===== config.mk =====
export PLATFORM = sky130hd
export DESIGN_NAME = tdc_div_cell
export DESIGN_NICKNAME = d
export VERILOG_FILES = /design/src/rtl/core/tdc_pkg.sv /design/src/rtl/core/tdc_div_cell.sv
export SDC_FILE = /design/constraint.sdc
export NUM_CORES = 1
export LEC_CHECK = 0
export BUFFER_PORTS_ARGS = -buffer_cell sky130_fd_sc_hd__buf_2
export CELL_PAD_IN_SITES_DETAIL_PLACEMENT = 1
export CELL_PAD_IN_SITES_GLOBAL_PLACEMENT = 1
export CORE_AREA = 2 2 255 257
export DETAILED_ROUTE_END_ITERATION = 6
export DIE_AREA = 0 0 257 259
export PLACE_DENSITY_LB_ADDON = 0.1
export SYNTH_ARGS = -nofsm -noshare
export SYNTH_HDL_FRONTEND = slang
export SYNTH_SLANG_ARGS = --single-unit
export TNS_END_PERCENT = 10

===== constraint.sdc =====
create_clock -name clk -period 2.07 [get_ports clk]
set_input_delay 0.1035 -clock clk [delete_from_list [all_inputs] [get_ports clk]]
set_output_delay 0.1035 -clock clk [all_outputs]
set_load 0.1 [all_outputs]

===== src/rtl/core/tdc_pkg.sv =====
`timescale 1ns / 1ps
`default_nettype none

package tdc_pkg;

	// Nanoseconds in one second; its bits drive the scaling cells.
	localparam logic [31:0] NS_PER_SEC = 32'd1000000000;

	// Largest whole-second count whose product with NS_PER_SEC fits in 64 bits.
	localparam logic [63:0] MAX_WHOLE = 64'd18446744073;

	// Width that holds any whole-second count up to MAX_WHOLE.
	localparam int WHOLE_W = 35;

	// Register indexes of the configuration port.
	localparam logic [1:0] REG_FETCH_BW  = 2'd0;
	localparam logic [1:0] REG_EVICT_BW  = 2'd1;
	localparam logic [1:0] REG_FETCH_LAT = 2'd2;
	localparam logic [1:0] REG_EVICT_LAT = 2'd3;

	// Direction codes of the mode field.
	localparam logic MODE_FETCH = 1'b0;
	localparam logic MODE_EVICT = 1'b1;

	typedef struct packed {
		logic [63:0] size_bytes;
		logic        mode;
	} in_item_t;

	typedef struct packed {
		logic [63:0] runtime_ns;
		logic        saturated;
	} out_item_t;

	// Work carried along the division chain.
	typedef struct packed {
		logic [63:0] dvd;
		logic [63:0] rem;
		logic [63:0] quot;
		logic [63:0] bw;
		logic [63:0] lat;
		logic        sat;
	} div_t;

	// Work carried along the scaling chain.
	typedef struct packed {
		logic [31:0]        q;
		logic [63:0]        r;
		logic [63:0]        frac;
		logic [63:0]        den;
		logic [63:0]        acc;
		logic [WHOLE_W-1:0] whole;
		logic [63:0]        lat;
		logic               sat;
	} scl_t;

endpackage

`default_nettype wire


===== src/rtl/core/tdc_div_cell.sv =====
`timescale 1ns / 1ps
`default_nettype none

// One restoring division step: brings in the next dividend bit.
module tdc_div_cell (
	input  wire logic          clk,
	input  wire logic          arst_n,
	input  wire logic          en,
	input  wire logic          prev_valid,
	input  wire tdc_pkg::div_t prev,
	output logic               next_valid_s1,
	output tdc_pkg::div_t      next_s1
);

	logic [64:0]   trial;
	logic [64:0]   diff;
	logic          take;
	tdc_pkg::div_t step;

	// Shift in one dividend bit and subtract the divisor when it fits.
	always_comb begin
		trial = {prev.rem, prev.dvd[63]};
		diff  = trial - {1'b0, prev.bw};
		take  = !diff[64];
		step      = prev;
		step.dvd  = {prev.dvd[62:0], 1'b0};
		step.rem  = take ? diff[63:0] : trial[63:0];
		step.quot = {prev.quot[62:0], take};
	end

	always_ff @(posedge clk or negedge arst_n) begin
		if (!arst_n) begin
			next_valid_s1 <= 1'b0;
		end else if (en) begin
			next_valid_s1 <= prev_valid;
		end
	end

	always_ff @(posedge clk) begin
		if (en) begin
			next_s1 <= step;
		end
	end

endmodule

`default_nettype wire


==> results.py <==
metrics = {
    "outcome": {
        "status": "finished with violations",
        "violations": "negative setup slack",
    },
    "power": {
        "sw_frac_of_total": 0.401,
        "p_sw_w": 0.00992,
        "p_int_w": 0.0148,
        "p_per_area_nw_per_um2": 922,
        "p_seq_frac": 0.328,
        "leakage_nw": 12.0,
        "power_frac_comb": 0.392,
        "clockPowerShare": 0.280,
        "ir_worst_vdd_uv": 608,
    },
    "worst_setup_path": {
        "r2r_cells": 1,
        "worstPathCellList": "buf_8, inv_12, ha_4, fa_2, nor2b_2, o211ai_1, a21o_1, o22ai_2, o21ai_2, a211oi_2, or3_4, and3_4, inv_8, buf_4, buf_12, buf_16, mux2_4",
        "crit_arrival_ns": 2.93,
        "cp-startpoint": "prev[320]",
        "crit_type": "in2reg",
        "worstPathMaxFanout": 6,
        "slowest_stage": "fa_2",
        "critPathRequiredTime_ns": 2.39,
        "end_kind": "flop",
        "reg2reg_slack_ns": 1.32,
        "slowest_delay_ns": 0.34,
        "regToRegEndpoint": "next_valid_s1$_DFFE_PN0P_",
        "endpoint": "next_s1[225]$_DFFE_PP_",
        "critPathLaunchType": "input pin",
        "r2r_start": "next_valid_s1$_DFFE_PN0P_",
    },
    "logic_synthesis": {
        "synth_area_per_cell_sq_um": 13.7,
        "syn_nets": 1477,
        "synth_edf_count": 320,
        "synthFlopType": "edfxtp_1",
        "synth_area_sq_um": 14800,
        "ys_ff_latch": 321,
        "yosysSeqAreaShare": 0.649,
        "ys_async_sr_fraction": 0.00312,
        "synth_top_area_frac": 0.647,
        "syn_inst": 1087,
        "synth_area_leader_cell": "edfxtp_1",
        "synth_cell_types": 77,
        "yosys-top-cells-area": "edfxtp_1 65%, ha_1 5.4%, mux2_2 3.8%",
        "yosysWarnings": 0,
    },
    "placement": {
        "place_area_sq_um": 21400,
        "gp_congestion": 0.838,
        "dpl.hpwl_um": 52400,
        "io_buffers": 644,
    },
    "cells_and_area": {
        "final_area_sq_um": 26800,
        "post-route-util": 0.420,
        "area_growth_pct": 80.8,
        "final_common_cell": "buf_2",
        "fin_nets": 2763,
        "drive_above_1_share": 0.487,
        "final_cell_mix": "636 x buf_2, 320 x edfxtp_1, 313 x dlygate4sd3_1",
    },
    "floorplanning": {
        "die_area_sq_um": 66600,
        "chipHeight_um": 259,
        "core_sq_um": 63900,
        "initial_utilization": 0.232,
        "io_pins": 647,
        "die_w_um": 257,
        "rows": 93,
    },
    "global_routing": {
        "grt-ovfl-total": 0,
        "grt_max_degree": 52,
        "grt_pass1_wl_um": 99400,
        "grt.total_usage": 0.198,
        "grt_pass1_vias": 15300,
        "antenna_found_initial": 16,
    },
    "clocking": {
        "clk_pin_slew_worst_paths_ns": 0.06,
        "clkSinkCount": 321,
        "cts-htree-levels": 2,
        "clock_path_buffers": 3,
        "cts-root-buf": "clkbuf_16",
        "clock_latency_ns": 0.56,
        "cts_tree": "built",
        "cts_made_buffers": 40,
    },
    "sta": {
        "hold_violations": 0,
        "fin_crit_sh": 1.26,
        "period_minus_slack_ns": 2.62,
        "relSlewSlack": 0.564,
        "rsz0062_at_grt": "yes",
        "finalSetupViolCount": 65,
        "worst_slew_pin_slew_ns": 0.647,
        "fin_ws_ns": -0.547,
        "fmax_mhz": 382,
        "finalMaxSlewViolations": 0,
        "final.setup_skew_ns": 0,
    },
    "route": {
        "ant_nets": 0,
        "post_drt_via_cell_ratio": 4.30,
        "drc_errors": 0,
        "wl_per_cell_um": 20.9,
        "routed_wl_um": 68200,
        "drtPass1Iterations": 5,
        "drt-initial-drc-count": 549,
        "vias": 14100,
    },
    "run": {
        "drv_cap": 0,
    },
    "worst_hold_path": {
        "hold_class": "in2reg",
    },
}
-- logic make-up after synthesis --
kind of cell,after synthesis,synth area share
other,1,0.000253
AO/OA/AOI/OAI,240,0.106
adder cells (fa/ha/maj),65,0.0553
multiplexers,60,0.0450
buffers and inverters,124,0.0357
flip-flops,321,0.649
AND/OR/NAND/NOR,222,0.0771
XOR/XNOR,54,0.0319
-- synth_stat cells (6+ instances only) --
cell / instances
a211oi_1: 6
a21o_1: 32
a21oi_1: 78
a31oi_1: 10
and3_1: 10
buf_2: 6
clkbuf_1: 19
edfxtp_1: 320
ha_1: 64
inv_1: 87
mux2_2: 50
mux2i_1: 9
nand2_1: 67
nand2b_1: 8
nand3_1: 11
nand4_1: 20
nor2_1: 46
nor2b_1: 13
nor3_1: 14
o21a_1: 9
o21ai_0: 41
o21bai_1: 13
o31ai_1: 6
xnor2_1: 32
xor2_1: 22
-- worst min path at each step --
stage	endpoint	depth (start not counted)	from	slack [ns]
after floorplan	next_valid_s1$_DFFE_PN0P_	0	arst_n	-0.19
after global placement	next_valid_s1$_DFFE_PN0P_	1	arst_n	-0.12
after detailed placement	next_valid_s1$_DFFE_PN0P_	1	arst_n	-0.12
after CTS	next_s1[239]$_DFFE_PP_	4	prev[238]	0.02
after global routing	next_s1[248]$_DFFE_PP_	4	prev[247]	0.03
final	next_s1[248]$_DFFE_PP_	4	prev[247]	0.04
-- state kept, by name, summed over array words and instances, names as in the netlist --
register / flops
next_s1: 320
next_valid_s1: 1
-- metal layers --
| metal | wire (um) | vias to the layer above | track usage | share of wire |
|---|---|---|---|---|
| met3 | 3060 | 85 | 0.0361 | 0.045 |
| li1 | - | 6665 | - | - |
| met2 | 36100 | 397 | 0.367 | 0.53 |
| met5 | 44 | - | 0 | 0.00065 |
| met4 | 1350 | 6 | 0.0505 | 0.020 |
| met1 | 27600 | 6897 | 0.235 | 0.41 |
-- what timing repair did --
item                                    4_1_cts  5_1_grt
gates resized for setup                     101       45
gates cloned                                  4        2
endpoints found under the hold margin       337        0
endpoints found under the setup margin       65       65
hold buffers                                313        0
pin swaps                                    28       25
buffers inserted                             17       12
-- area by class of cell --
cell class	count	area, sq um
well taps	855	1070
diodes	9	22.5
repair buffers	1280	9130
inverters	88	355
fillers	7090	37000
clock inverters	21	209
multi-input cells	642	5360
flip-flops and latches	321	9630
clock buffers	50	1060
-- power groups by stage --
stage	registers [W]	logic (W)	clock network [W]
floorplan	0.0128	0.00159	0
global placement	0.00823	0.00860	0
detailed placement	0.00823	0.00864	0
CTS	0.00811	0.00960	0.00718
global route	0.00816	0.0101	0.00739
finish	0.00811	0.00971	0.00693
-- stage by stage --
stage | hold slack, ns | cells | TNS [ns] | total power (W) | worst slack (ns)
5_1_grt | 0.0309 | 3263 | -36.04 | 0.0257 | -0.655
3_5_place_dp | -0.119 | 2839 | -76.37 | 0.0169 | -1.34
2_1_floorplan | -0.192 | 1087 | -51.48 | 0.0144 | -0.919
3_3_place_gp | -0.122 | 2839 | -72.58 | 0.0168 | -1.24
4_1_cts | 0.0222 | 3244 | -27.55 | 0.0249 | -0.510
6_report | 0.0398 | 3266 | -28.68 | 0.0247 | -0.547
-- critical path: cells and delay by family --
kind / cells / cell delay (ns)
muxes: 1 / 0.30
buffers and inverters: 6 / 0.58
adders and majority gates: 2 / 0.49
and+or+nand+nor: 3 / 0.52
AOI/OAI and AO/OA: 5 / 0.92
(Power assumes the default switching activity.)
