==> config.mk <==
export PLATFORM = sky130hd
export DESIGN_NAME = tdc_finish
export DESIGN_NICKNAME = d
export VERILOG_FILES = /design/src/rtl/core/tdc_pkg.sv /design/src/rtl/core/tdc_finish.sv
export SDC_FILE = /design/constraint.sdc
export NUM_CORES = 1
export LEC_CHECK = 0
export BUFFER_PORTS_ARGS = -buffer_cell sky130_fd_sc_hd__buf_2
export CAP_MARGIN = 15
export CORE_AREA = 2 2 177 179
export CTS_CLUSTER_SIZE = 14
export DETAILED_ROUTE_END_ITERATION = 16
export DIE_AREA = 0 0 179 181
export HOLD_SLACK_MARGIN = 0.1
export PLACE_DENSITY = 0.58
export REMOVE_ABC_BUFFERS = 1
export SLEW_MARGIN = 20
export SYNTH_ARGS = -nofsm -noshare
export SYNTH_HDL_FRONTEND = slang
export SYNTH_SLANG_ARGS = --single-unit
==> constraint.sdc <==
create_clock -name clk -period 1 [get_ports clk]
set_clock_uncertainty 0.1 [all_clocks]
set_input_delay 0.25 -clock clk [delete_from_list [all_inputs] [get_ports clk]]
set_output_delay 0.25 -clock clk [all_outputs]
set_load 0.02 [all_outputs]
==> src/rtl/core/tdc_pkg.sv <==
`timescale 1ns / 1ps
`default_nettype none

package tdc_pkg;

	// Nanoseconds in one second; its bits drive the scaling cells.
	localparam logic [31:0] NS_PER_SEC = 32'd1000000000;

	// Largest whole-second count whose product with NS_PER_SEC fits in 64 bits.
	localparam logic [63:0] MAX_WHOLE = 64'd18446744073;

	// Width that holds any whole-second count up to MAX_WHOLE.
	localparam int WHOLE_W = 35;

	// Register indexes of the configuration port.
	localparam logic [1:0] REG_FETCH_BW  = 2'd0;
	localparam logic [1:0] REG_EVICT_BW  = 2'd1;
	localparam logic [1:0] REG_FETCH_LAT = 2'd2;
	localparam logic [1:0] REG_EVICT_LAT = 2'd3;

	// Direction codes of the mode field.
	localparam logic MODE_FETCH = 1'b0;
	localparam logic MODE_EVICT = 1'b1;

	typedef struct packed {
		logic [63:0] size_bytes;
		logic        mode;
	} in_item_t;

	typedef struct packed {
		logic [63:0] runtime_ns;
		logic        saturated;
	} out_item_t;

	// Work carried along the division chain.
	typedef struct packed {
		logic [63:0] dvd;
		logic [63:0] rem;
		logic [63:0] quot;
		logic [63:0] bw;
		logic [63:0] lat;
		logic        sat;
	} div_t;

	// Work carried along the scaling chain.
	typedef struct packed {
		logic [31:0]        q;
		logic [63:0]        r;
		logic [63:0]        frac;
		logic [63:0]        den;
		logic [63:0]        acc;
		logic [WHOLE_W-1:0] whole;
		logic [63:0]        lat;
		logic               sat;
	} scl_t;

endpackage

`default_nettype wire

==> src/rtl/core/tdc_finish.sv <==
`timescale 1ns / 1ps
`default_nettype none

// Adds the whole part, the rounded fraction and the latency, and clamps on overflow.
module tdc_finish (
	input  wire logic          clk,
	input  wire logic          arst_n,
	input  wire logic          en,
	input  wire logic          prev_valid,
	input  wire tdc_pkg::scl_t prev,
	output logic               out_valid_q,
	output tdc_pkg::out_item_t out_q
);

	logic [64:0]        sum1;
	logic [64:0]        sum2;
	logic               sat;
	tdc_pkg::out_item_t res;

	always_comb begin
		sum1 = {1'b0, prev.acc} + 65'(prev.q) + 65'(prev.r != 64'd0);
		sum2 = {1'b0, sum1[63:0]} + {1'b0, prev.lat};
		sat  = prev.sat | sum1[64] | sum2[64];
		res.runtime_ns = sat ? '1 : sum2[63:0];
		res.saturated  = sat;
	end

	always_ff @(posedge clk or negedge arst_n) begin
		if (!arst_n) begin
			out_valid_q <= 1'b0;
		end else if (en) begin
			out_valid_q <= prev_valid;
		end
	end

	always_ff @(posedge clk) begin
		if (en) begin
			out_q <= res;
		end
	end

endmodule

`default_nettype wire

==> out/metrics.cfg <==
[power]
vdd_drop_max_uv=796
power-per-cell-area_nw_per_um2=1300
power_uw=20300
p_leak_uw=0.00737

[die]
chipWidth_um=179
coreArea_um2=30300
placement_rows=64
initial_core_util=0.289
i_o_pins=458
die_h_um=181
dieArea_um2=32400

[placed_design]
detailedPlacementHpwl_um=33100
port_buffers=294
placedCellCount=2153
placed_instance_area_um2=13600
gp_congestion=0.966

[hold_path]
worst_hold_startpoint=prev_valid
holdCritPathClass=input port to flop
worstHoldPathCells=2
hold_endpoint=out_valid_q

[synthesis]
syn_area_per_cell_um2=7.92
yosys_warnings=0
synth-main-ff-cell=sky130_fd_sc_hd__edfxtp_1
synth_top_area_share=0.223
synth.top_cells.by_count=141 x sky130_fd_sc_hd__nand2_1, 108 x sky130_fd_sc_hd__a21oi_1, 95 x sky130_fd_sc_hd__ha_1
synth_register_bits=66
syn_area_um2=8770
synth-edff-count=65
ys_async_sr_fraction=0.0152
synthDistinctLibCells=67
syn-instance-count=1107
post-synth-top-area-cell=sky130_fd_sc_hd__edfxtp_1
synth.yosys.seq_area_share=0.225
dominant_cell_by_count_in_the_synthesized_netlist=sky130_fd_sc_hd__nand2_1
synthTopCellsByArea=sky130_fd_sc_hd__edfxtp_1 22%, sky130_fd_sc_hd__ha_1 14%, sky130_fd_sc_hd__xnor2_1 7.4%

[setup_path]
worst_r2r_startpoint=out_valid_q
path_class=input port to flop
cp_data_required_time_ps=980
crit_start=prev[354]
cp-start-kind=input port
timing.critical_path.slowest_stage_cell=sky130_fd_sc_hd__or4_4
regToRegSetupSlack_ps=20
reg2reg_to=out_valid_q
critPathMaxStageDelay_ps=530
worst-r2r-cell-count=2
critPathArrivalTime_ps=5840
crit_path_end_kind=flop
cpMostUsedCell=sky130_fd_sc_hd__buf_6
critical_path.max_fanout=8

[layout]
final-instance-count-excl-fill=2209
final_net_count=2295
area_growth_syn_to_layout_pct=78.2
drive_above_1_share=0.510
post-route-cell-area_um2=15600

[clock_network]
clock_latency_ps=330
tritoncts=done
cts.htree.levels=3
cts_made_buffers=9
cts_buffer_depth=2
cts_root_buffer=sky130_fd_sc_hd__clkbuf_16
clk_pin_slew_ps=60
cts_hold_buffers=1
numClockSinks=66

[outcome]
outcome=complete, but fails checks
violations_in_the_final_reports=setup timing

[drt]
drt_first_pass_iters=5
drt-wirelength-per-cell_um=17.6
route.final.wire_length_um=39000
drcViolationCount=0
drtAntennaViolNets=0
detail_route.iter0.violations=636
vias_per_cell=4.99
dr_total_vias=11000

[global_routing]
grt_overflow=0
grt_start_max_net_pins=18
wire_length_of_the_first_global_routing_pass_um=58100
vias_in_the_first_global_route=10700
track_usage=0.232
number_of_antenna_violations_at_the_first_check_in_global_routing=4

[sta]
postLayoutSetupSlackWorst_ps=-4870
finalCriticalPeriod_ps=5870
max_slew_margin=0.602
unrepaired_setup_endpoints_after_global_routing=yes
drv_slew=0
finalCritPeriodShare=5.87
worstMarginPinSlew_ps=593
hold_viol_final=0
clock.fmax_ghz=0.170
setup-violations-final=131

[run]
drv.max_cap_violation_count=0

## logic make-up after synthesis
family | Yosys count | synth area share
AOI/OAI and AO/OA | 336 | 0.249
xor gates and xnor gates | 117 | 0.117
adders and majority gates | 98 | 0.142
buffers and inverters | 83 | 0.0385
DFF | 66 | 0.225
muxes | 3 | 0.00357
and+or+nand+nor | 404 | 0.224
## worst max path at each step
stage | cells past startpoint | endpoint | slack [ps]
after floorplan | 20 | out_q[59] | -5340
after global placement | 30 | out_q[17] | -5880
after detailed placement | 30 | out_q[34] | -6100
after CTS | 30 | out_q[29] | -4900
after global routing | 31 | out_q[23] | -5120
final | 31 | out_q[21] | -4870
## timing repair
| action | CTS | global route |
|---|---|---|
| endpoints found under the hold margin | 2 | 1 |
| setup endpoints to repair | 131 | 132 |
| gates resized for setup | 175 | 168 |
| cloned | 4 | 0 |
| buffers inserted | 20 | 16 |
| pin swaps | 39 | 79 |
## flip-flops by register name, summed over array words and instances, names as in the netlist
signal       flops
out_q           65
out_valid_q      1
## cell type report
cell class                      count  area, um2
Antenna cell                        3       7.51
Clock buffer                        9        225
Clock inverter                      7       76.3
Fill cell                        2922      14700
Inverter                           33        124
Multi-Input combinational cell    958       7380
Sequential cell                    66       1980
Tap cell                          396        495
Timing Repair Buffer              737       5350
## worst max-delay path: cells and delay by family
kind                     cells  cell delay, ps
AO/OA/AOI/OAI               13            2350
AND/OR/NAND/NOR              7            1280
buffers and inverters        8            1180
adder cells (fa/ha/maj)      2             700
XOR/XNOR                     1             110
## per-stage QoR
stage / setup TNS (ps) / hold WS (ps) / utilization / setup WS [ps]
after floorplan: -337350 / -146 / - / -5340
after global placement: -384140 / -44.5 / 0.450 / -5880
after detailed placement: -397400 / -49.0 / 0.450 / -6100
after CTS: -331450 / 53.8 / 0.490 / -4900
after global routing: -347250 / 52.0 / 0.515 / -5120
final: -328110 / 66.6 / 0.515 / -4870
## routing by layer
layer / wire [um] / GRT usage / part of all wire
met5: 0 / 0 / 0
met4: 688 / 0.0533 / 0.018
met3: 2380 / 0.0276 / 0.061
met2: 18000 / 0.379 / 0.46
met1: 17900 / 0.324 / 0.46
## where the power goes
part / switching (uW) / leakage [uW] / internal, uW / total, uW
Combinational: 6770 / 0.00656 / 6520 / 13300
Clock: 1290 / 0.000142 / 1950 / 3230
Sequential: 179 / 0.000661 / 3550 / 3730
## cells in the final DEF (no fill, tap or decap), types with 5 or more instances in the layout
cell / synthesis / final
sky130_fd_sc_hd__a211oi_1: 12 / 8
sky130_fd_sc_hd__a21boi_0: 6 / 5
sky130_fd_sc_hd__a21o_1: 58 / 58
sky130_fd_sc_hd__a21oi_1: 108 / 86
sky130_fd_sc_hd__a21oi_2: 2 / 24
sky130_fd_sc_hd__a31oi_1: 11 / 9
sky130_fd_sc_hd__and2_1: 5 / 5
sky130_fd_sc_hd__and3_1: 13 / 13
sky130_fd_sc_hd__buf_12: 0 / 6
sky130_fd_sc_hd__buf_2: 3 / 237
sky130_fd_sc_hd__buf_4: 0 / 417
sky130_fd_sc_hd__buf_6: 3 / 73
sky130_fd_sc_hd__clkbuf_16: 0 / 9
sky130_fd_sc_hd__edfxtp_1: 65 / 65
sky130_fd_sc_hd__ha_1: 95 / 88
sky130_fd_sc_hd__ha_4: 0 / 5
sky130_fd_sc_hd__inv_1: 32 / 31
sky130_fd_sc_hd__nand2_1: 141 / 96
sky130_fd_sc_hd__nand2_2: 0 / 32
sky130_fd_sc_hd__nand2_4: 0 / 13
sky130_fd_sc_hd__nand2b_1: 6 / 6
sky130_fd_sc_hd__nand3_1: 39 / 34
sky130_fd_sc_hd__nand4_1: 43 / 43
sky130_fd_sc_hd__nor2_1: 70 / 60
sky130_fd_sc_hd__nor2_2: 0 / 5
sky130_fd_sc_hd__nor2_4: 1 / 6
sky130_fd_sc_hd__nor2b_1: 8 / 7
sky130_fd_sc_hd__nor3_1: 26 / 18
sky130_fd_sc_hd__nor3_2: 0 / 5
sky130_fd_sc_hd__nor4_1: 26 / 17
sky130_fd_sc_hd__nor4_4: 1 / 6
sky130_fd_sc_hd__o211ai_1: 7 / 7
sky130_fd_sc_hd__o21a_1: 8 / 7
sky130_fd_sc_hd__o21ai_0: 58 / 41
sky130_fd_sc_hd__o21ai_1: 0 / 10
sky130_fd_sc_hd__o21ai_2: 0 / 6
sky130_fd_sc_hd__o21bai_1: 17 / 17
sky130_fd_sc_hd__xnor2_1: 74 / 67
sky130_fd_sc_hd__xnor2_2: 0 / 6
sky130_fd_sc_hd__xor2_1: 43 / 43
(Power assumes the default switching activity.)
