==> src/rtl/core/tdc_pkg.sv <==
`timescale 1ns / 1ps
`default_nettype none

package tdc_pkg;

	// Nanoseconds in one second; its bits drive the scaling cells.
	localparam logic [31:0] NS_PER_SEC = 32'd1000000000;

	// Largest whole-second count whose product with NS_PER_SEC fits in 64 bits.
	localparam logic [63:0] MAX_WHOLE = 64'd18446744073;

	// Width that holds any whole-second count up to MAX_WHOLE.
	localparam int WHOLE_W = 35;

	// Register indexes of the configuration port.
	localparam logic [1:0] REG_FETCH_BW  = 2'd0;
	localparam logic [1:0] REG_EVICT_BW  = 2'd1;
	localparam logic [1:0] REG_FETCH_LAT = 2'd2;
	localparam logic [1:0] REG_EVICT_LAT = 2'd3;

	// Direction codes of the mode field.
	localparam logic MODE_FETCH = 1'b0;
	localparam logic MODE_EVICT = 1'b1;

	typedef struct packed {
		logic [63:0] size_bytes;
		logic        mode;
	} in_item_t;

	typedef struct packed {
		logic [63:0] runtime_ns;
		logic        saturated;
	} out_item_t;

	// Work carried along the division chain.
	typedef struct packed {
		logic [63:0] dvd;
		logic [63:0] rem;
		logic [63:0] quot;
		logic [63:0] bw;
		logic [63:0] lat;
		logic        sat;
	} div_t;

	// Work carried along the scaling chain.
	typedef struct packed {
		logic [31:0]        q;
		logic [63:0]        r;
		logic [63:0]        frac;
		logic [63:0]        den;
		logic [63:0]        acc;
		logic [WHOLE_W-1:0] whole;
		logic [63:0]        lat;
		logic               sat;
	} scl_t;

endpackage

`default_nettype wire

==> src/rtl/core/tdc_scale_cell.sv <==
`timescale 1ns / 1ps
`default_nettype none

// One step of the rounding-up multiply-divide by the nanosecond constant.
module tdc_scale_cell #(
	parameter int BIT = 31
) (
	input  wire logic          clk,
	input  wire logic          arst_n,
	input  wire logic          en,
	input  wire logic          prev_valid,
	input  wire tdc_pkg::scl_t prev,
	output logic               next_valid_s1,
	output tdc_pkg::scl_t      next_s1
);

	localparam logic CBIT = tdc_pkg::NS_PER_SEC[BIT];

	logic [63:0]   gap;
	logic [63:0]   r1;
	logic [31:0]   q1;
	logic [63:0]   gap2;
	tdc_pkg::scl_t step;

	// Double the remainder modulo the divisor, then add the fraction if the bit is set.
	always_comb begin
		gap  = prev.den - prev.r;
		q1   = {prev.q[30:0], 1'b0};
		if (prev.r >= gap) begin
			r1 = prev.r - gap;
			q1 = q1 + 32'd1;
		end else begin
			r1 = {prev.r[62:0], 1'b0};
		end
		step     = prev;
		step.acc = {prev.acc[62:0], 1'b0};
		gap2     = prev.den - prev.frac;
		if (CBIT) begin
			step.acc = step.acc + 64'(prev.whole);
			if (r1 >= gap2) begin
				step.r = r1 - gap2;
				step.q = q1 + 32'd1;
			end else begin
				step.r = r1 + prev.frac;
				step.q = q1;
			end
		end else begin
			step.r = r1;
			step.q = q1;
		end
	end

	always_ff @(posedge clk or negedge arst_n) begin
		if (!arst_n) begin
			next_valid_s1 <= 1'b0;
		end else if (en) begin
			next_valid_s1 <= prev_valid;
		end
	end

	always_ff @(posedge clk) begin
		if (en) begin
			next_s1 <= step;
		end
	end

endmodule

`default_nettype wire

==> config.mk <==
export PLATFORM = sky130hd
export DESIGN_NAME = tdc_scale_cell
export DESIGN_NICKNAME = d
export VERILOG_FILES = /design/src/rtl/core/tdc_pkg.sv /design/src/rtl/core/tdc_scale_cell.sv
export SDC_FILE = /design/constraint.sdc
export NUM_CORES = 1
export LEC_CHECK = 0
export BUFFER_PORTS_ARGS = -buffer_cell sky130_fd_sc_hd__buf_2
export CELL_PAD_IN_SITES_DETAIL_PLACEMENT = 0
export CELL_PAD_IN_SITES_GLOBAL_PLACEMENT = 1
export CORE_AREA = 2 2 306 308
export DETAILED_ROUTE_END_ITERATION = 12
export DIE_AREA = 0 0 308 310
export PLACE_DENSITY_LB_ADDON = 0.25
export RECOVER_POWER = 100
export SLEW_MARGIN = 10
export SYNTH_ARGS = -nofsm -noshare
export SYNTH_HDL_FRONTEND = slang
export SYNTH_SLANG_ARGS = --single-unit
==> constraint.sdc <==
create_clock -name clk -period 1.89 [get_ports clk]
set_clock_uncertainty 0.2 [all_clocks]
set_input_delay 0.378 -clock clk [delete_from_list [all_inputs] [get_ports clk]]
set_output_delay 0.378 -clock clk [all_outputs]
set_load 0.1 [all_outputs]
==> summary.md <==
| Metric | Value |
|---|---|
| FF+latch count, synth | `388` |
| # IOs | `781` |
| CTS buffer count | `49` |
| DP Wirelength | `90300 um` |
| Final setup fails | `329` |
| Setup TNS | `-200.79 ns` |
| Synth Area in Compound Gates | `15.8%` |
| Main synth FF type | `edfxtp_1` |
| CP Capture Type | `flop` |
| Number of port buffers | `777` |
| DR pass1 iterations | `5` |
| Vias per cell | `4.45` |
| Clock Latency Late Sink | `0.61 ns` |
| Reg clk slew, reported paths | `0.07 ns` |
| Core area | `92500 sq um` |
| Critical path class | `in -> reg` |
| Final ANT Viol Nets | `0` |
| Post-synth EDFFs | `387` |
| Clk sinks | `388` |
| Share of layout cells above drive strength 1 | `46.2%` |
| Pwr dens | `1100 nW/um^2` |
| Final Cycle Share | `258%` |
| Slew @ Worst Pin | `0.782 ns` |
| Crit path required time | `2.05 ns` |
| Hold crit path type | `in -> reg` |
| Leading cell type by number of instances after synthesis | `edfxtp_1` |
| YS warnings | `0` |
| Syn nets | `2273` |
| GR peak layer | `met2` |
| Routed wire length | `110000 um` |
| Cell accounting for the most synthesized area | `edfxtp_1` |
| Failing checks | `setup timing` |
| Synth Cell Area | `20300 sq um` |
| Vias in the first global route | `22100` |
| Final Max Tran Viols | `0` |
| Stages on worst setup path | `24` |
| Met2 Use GR | `36.8%` |
| Top cells by count, synth | `edfxtp_1, a21oi_1, nand2_1, ha_1, inv_1` |
| CP Cell Sequence | `buf_2 > inv_1 > ha_2 > a41oi_1 > o21ai_1 > a21oi_2 > o21ai_2 > a221oi_2 > nand4b_1 > buf_6 > a32oi_2 > buf_4 > a31oi_4 > a311oi_2 > xor2_1 > ha_2 > a21o_1 > a211o_1 > a31oi_1 > nor2_1 > and3_4 > a32o_4 > buf_12 > mux2_4` |
| Post-synthesis xor/xnor area fraction | `5.09%` |
| Pin count of the biggest net entering global routing | `83` |
| Post-layout min period | `4.88 ns` |
| Simple-Gate Fraction of Synth Area | `9.81%` |
| Crit-path slowest cell | `a221oi_2` |
| RePlAce Congestion | `0.907` |
| Register area share after synthesis | `57.4%` |
| Max-Cap Viols | `0` |
| RSZ-0062 raised after global routing | `yes` |
| Mux cell area share after synthesis | `0.271%` |
| Rows | `112` |
| CP Buf/Inv Count | `5` |
| Adder-Cell Fraction of Synth Area | `8.03%` |
| Largest stage delay on the critical path | `0.37 ns` |
| Post-Place Cells | `4284` |
| Critical path arrival | `5.04 ns` |
| FFs w/ async S/R, synth | `0.258%` |
| Initial antenna violation count | `59` |
| VDD IR max | `710 uV` |
| Gr ovfl total | `0` |
| Crit path launch type | `input pin` |
| Reg2reg path depth | `1` |
| First-pass GRT wire length | `151000 um` |
| Met3 GRT Util | `8.72%` |
| DRC viols | `0` |
| Initial DRC count | `1188` |
| Synth cell types | `83` |
| Worst r2r dst | `next_valid_s1$_DFFE_PN0P_` |
| Vias | `21300` |
| Fin area | `38300 sq um` |
| Die width | `308 um` |
| Hold Vio Cnt, Final | `0` |
| R2R Setup Slk | `0.89 ns` |
| Avg WL per Cell | `22.9 um` |
| Final Total Pwr | `42.2 mW` |
| Layout Nets | `4046` |
| Family with the most delay on the worst path | `compound AO/OA/AOI/OAI gates` |
| Die area | `95500 sq um` |
| Synth area leaders | `edfxtp_1, ha_1, a21oi_1` |
| Worst Setup EP | `next_s1[333]$_DFFE_PP_` |
| Final setup margin | `-2.99 ns` |
| Instance area at placement | `30900 sq um` |
| Root Driver | `clkbuf_16` |
| Cells after Synth | `1752` |
| Peak fanout along the critical path | `6` |
| Area delta synth->final | `88.8%` |
| CTS tree | `yes` |
| Initial Utilization | `21.9%` |
| Gr usage total | `21.9%` |
| Finished Layout Cells | `4781` |
| Reg2reg start | `next_valid_s1$_DFFE_PN0P_` |
| Chip Height | `310 um` |
| Max frequency | `0.205 GHz` |
| Slew HR | `47.9%` |
| H-Tree Depth | `2` |
| Largest family of logic cells by synthesized area | `compound AO/OA/AOI/OAI gates` |
| Mapped Avg Cell Area | `11.6 sq um` |
| Status | `finished with violations` |
| Setup crit start | `prev[309]` |
| M1 GR Usage | `25.1%` |
| Top cell type's share of synthesized area | `57.3%` |
| Pleak | `16.8 nW` |
| Deepest clock path buffer count | `3` |
| CP dominant cell by count | `ha_2` |
## metal layers
| layer | vias to the layer above | routed length [um] |
|---|---|---|
| met1 | 10200 | 42700 |
| met3 | 194 | 10400 |
| met2 | 698 | 52100 |
| met4 | 34 | 4240 |
| li1 | 10100 | - |
| met5 | - | 217 |
## logic make-up after synthesis
| group | after synthesis |
|---|---|
| multiplexers | 5 |
| AND/OR/NAND/NOR | 418 |
| adder cells (fa/ha/maj) | 129 |
| AO/OA/AOI/OAI | 513 |
| other | 1 |
| buffers and inverters | 180 |
| flip-flops | 388 |
| XOR/XNOR | 118 |
## tightest hold or removal path: cells and delay by family
| kind | cells | cell delay, ns |
|---|---|---|
| buffers and inverters | 2 | 0.20 |
| AOI/OAI and AO/OA | 1 | 0.10 |
| and+or+nand+nor | 1 | 0.05 |
## repair_timing
| action | CTS | global route |
|---|---|---|
| resized for setup | 499 | 131 |
| hold buffers | 351 | 0 |
| endpoints found under the setup margin | 423 | 112 |
| pin swaps | 35 | 58 |
| endpoints found under the hold margin | 350 | 0 |
| setup buffers | 15 | 15 |
| cloned | 5 | 2 |
## sequential cells by signal (all words and copies together) (netlist names)
signal / cells
next_s1: 387
next_valid_s1: 1
## report_power, final
group          internal (mW)  switching, mW  total, mW
combinational           7.70           13.5       21.2
clock                   5.73           4.06       9.79
sequential              10.7          0.503       11.2
total                   24.1           18.1       42.2
## how the worst min path moves through the flow
stage               startpoint                   endpoint  depth (start not counted)
floorplan               arst_n  next_valid_s1$_DFFE_PN0P_                          0
global placement        arst_n  next_valid_s1$_DFFE_PN0P_                          1
detailed placement      arst_n  next_valid_s1$_DFFE_PN0P_                          1
CTS                  prev[326]     next_s1[327]$_DFFE_PP_                          4
global route         prev[314]     next_s1[315]$_DFFE_PP_                          4
finish               prev[343]     next_s1[344]$_DFFE_PP_                          4
## per-stage QoR
step	setup WS, ns	utilization (%)	hold WS [ns]
2_1_floorplan	-2.80	-	-0.118
3_3_place_gp	-4.13	33.4	-0.0434
3_5_place_dp	-4.13	33.4	-0.0427
4_1_cts	-3.02	40.8	0.00208
5_1_grt	-3.16	41.4	0.00913
6_report	-2.99	41.4	0.0244
## area by class of cell
class	instances	area (sq um)
repair buffers	1798	14100
inverters	102	410
clock buffers	54	1240
clock inverters	35	387
flip-flops and latches	388	11600
well taps	1197	1500
multi-input cells	1186	9010
fillers	9049	54200
diodes	21	52.6
## layout by cell type (no fill, tap or decap), drive strengths merged, types with 8 or more instances in the layout
cell type    netlist  layout
buf               17    1350
edfxtp           387     387
dlygate4sd3        0     351
a21oi            184     184
clkbuf            58     151
nand2            144     144
ha               127     127
o21ai            113     113
inv              102     105
nor2              96      96
a21o              74      74
xnor2             73      73
xor2              45      45
nand4             40      40
nand3             31      31
nor3              28      28
o21bai            28      28
clkinv             0      22
diode              0      21
a31oi             17      17
o21a              14      14
and3              14      14
nand2b            13      13
nor2b             13      13
o31ai             10      10
o211ai             8       8
a211oi             8       8
Power figures use the tool's default switching activity.
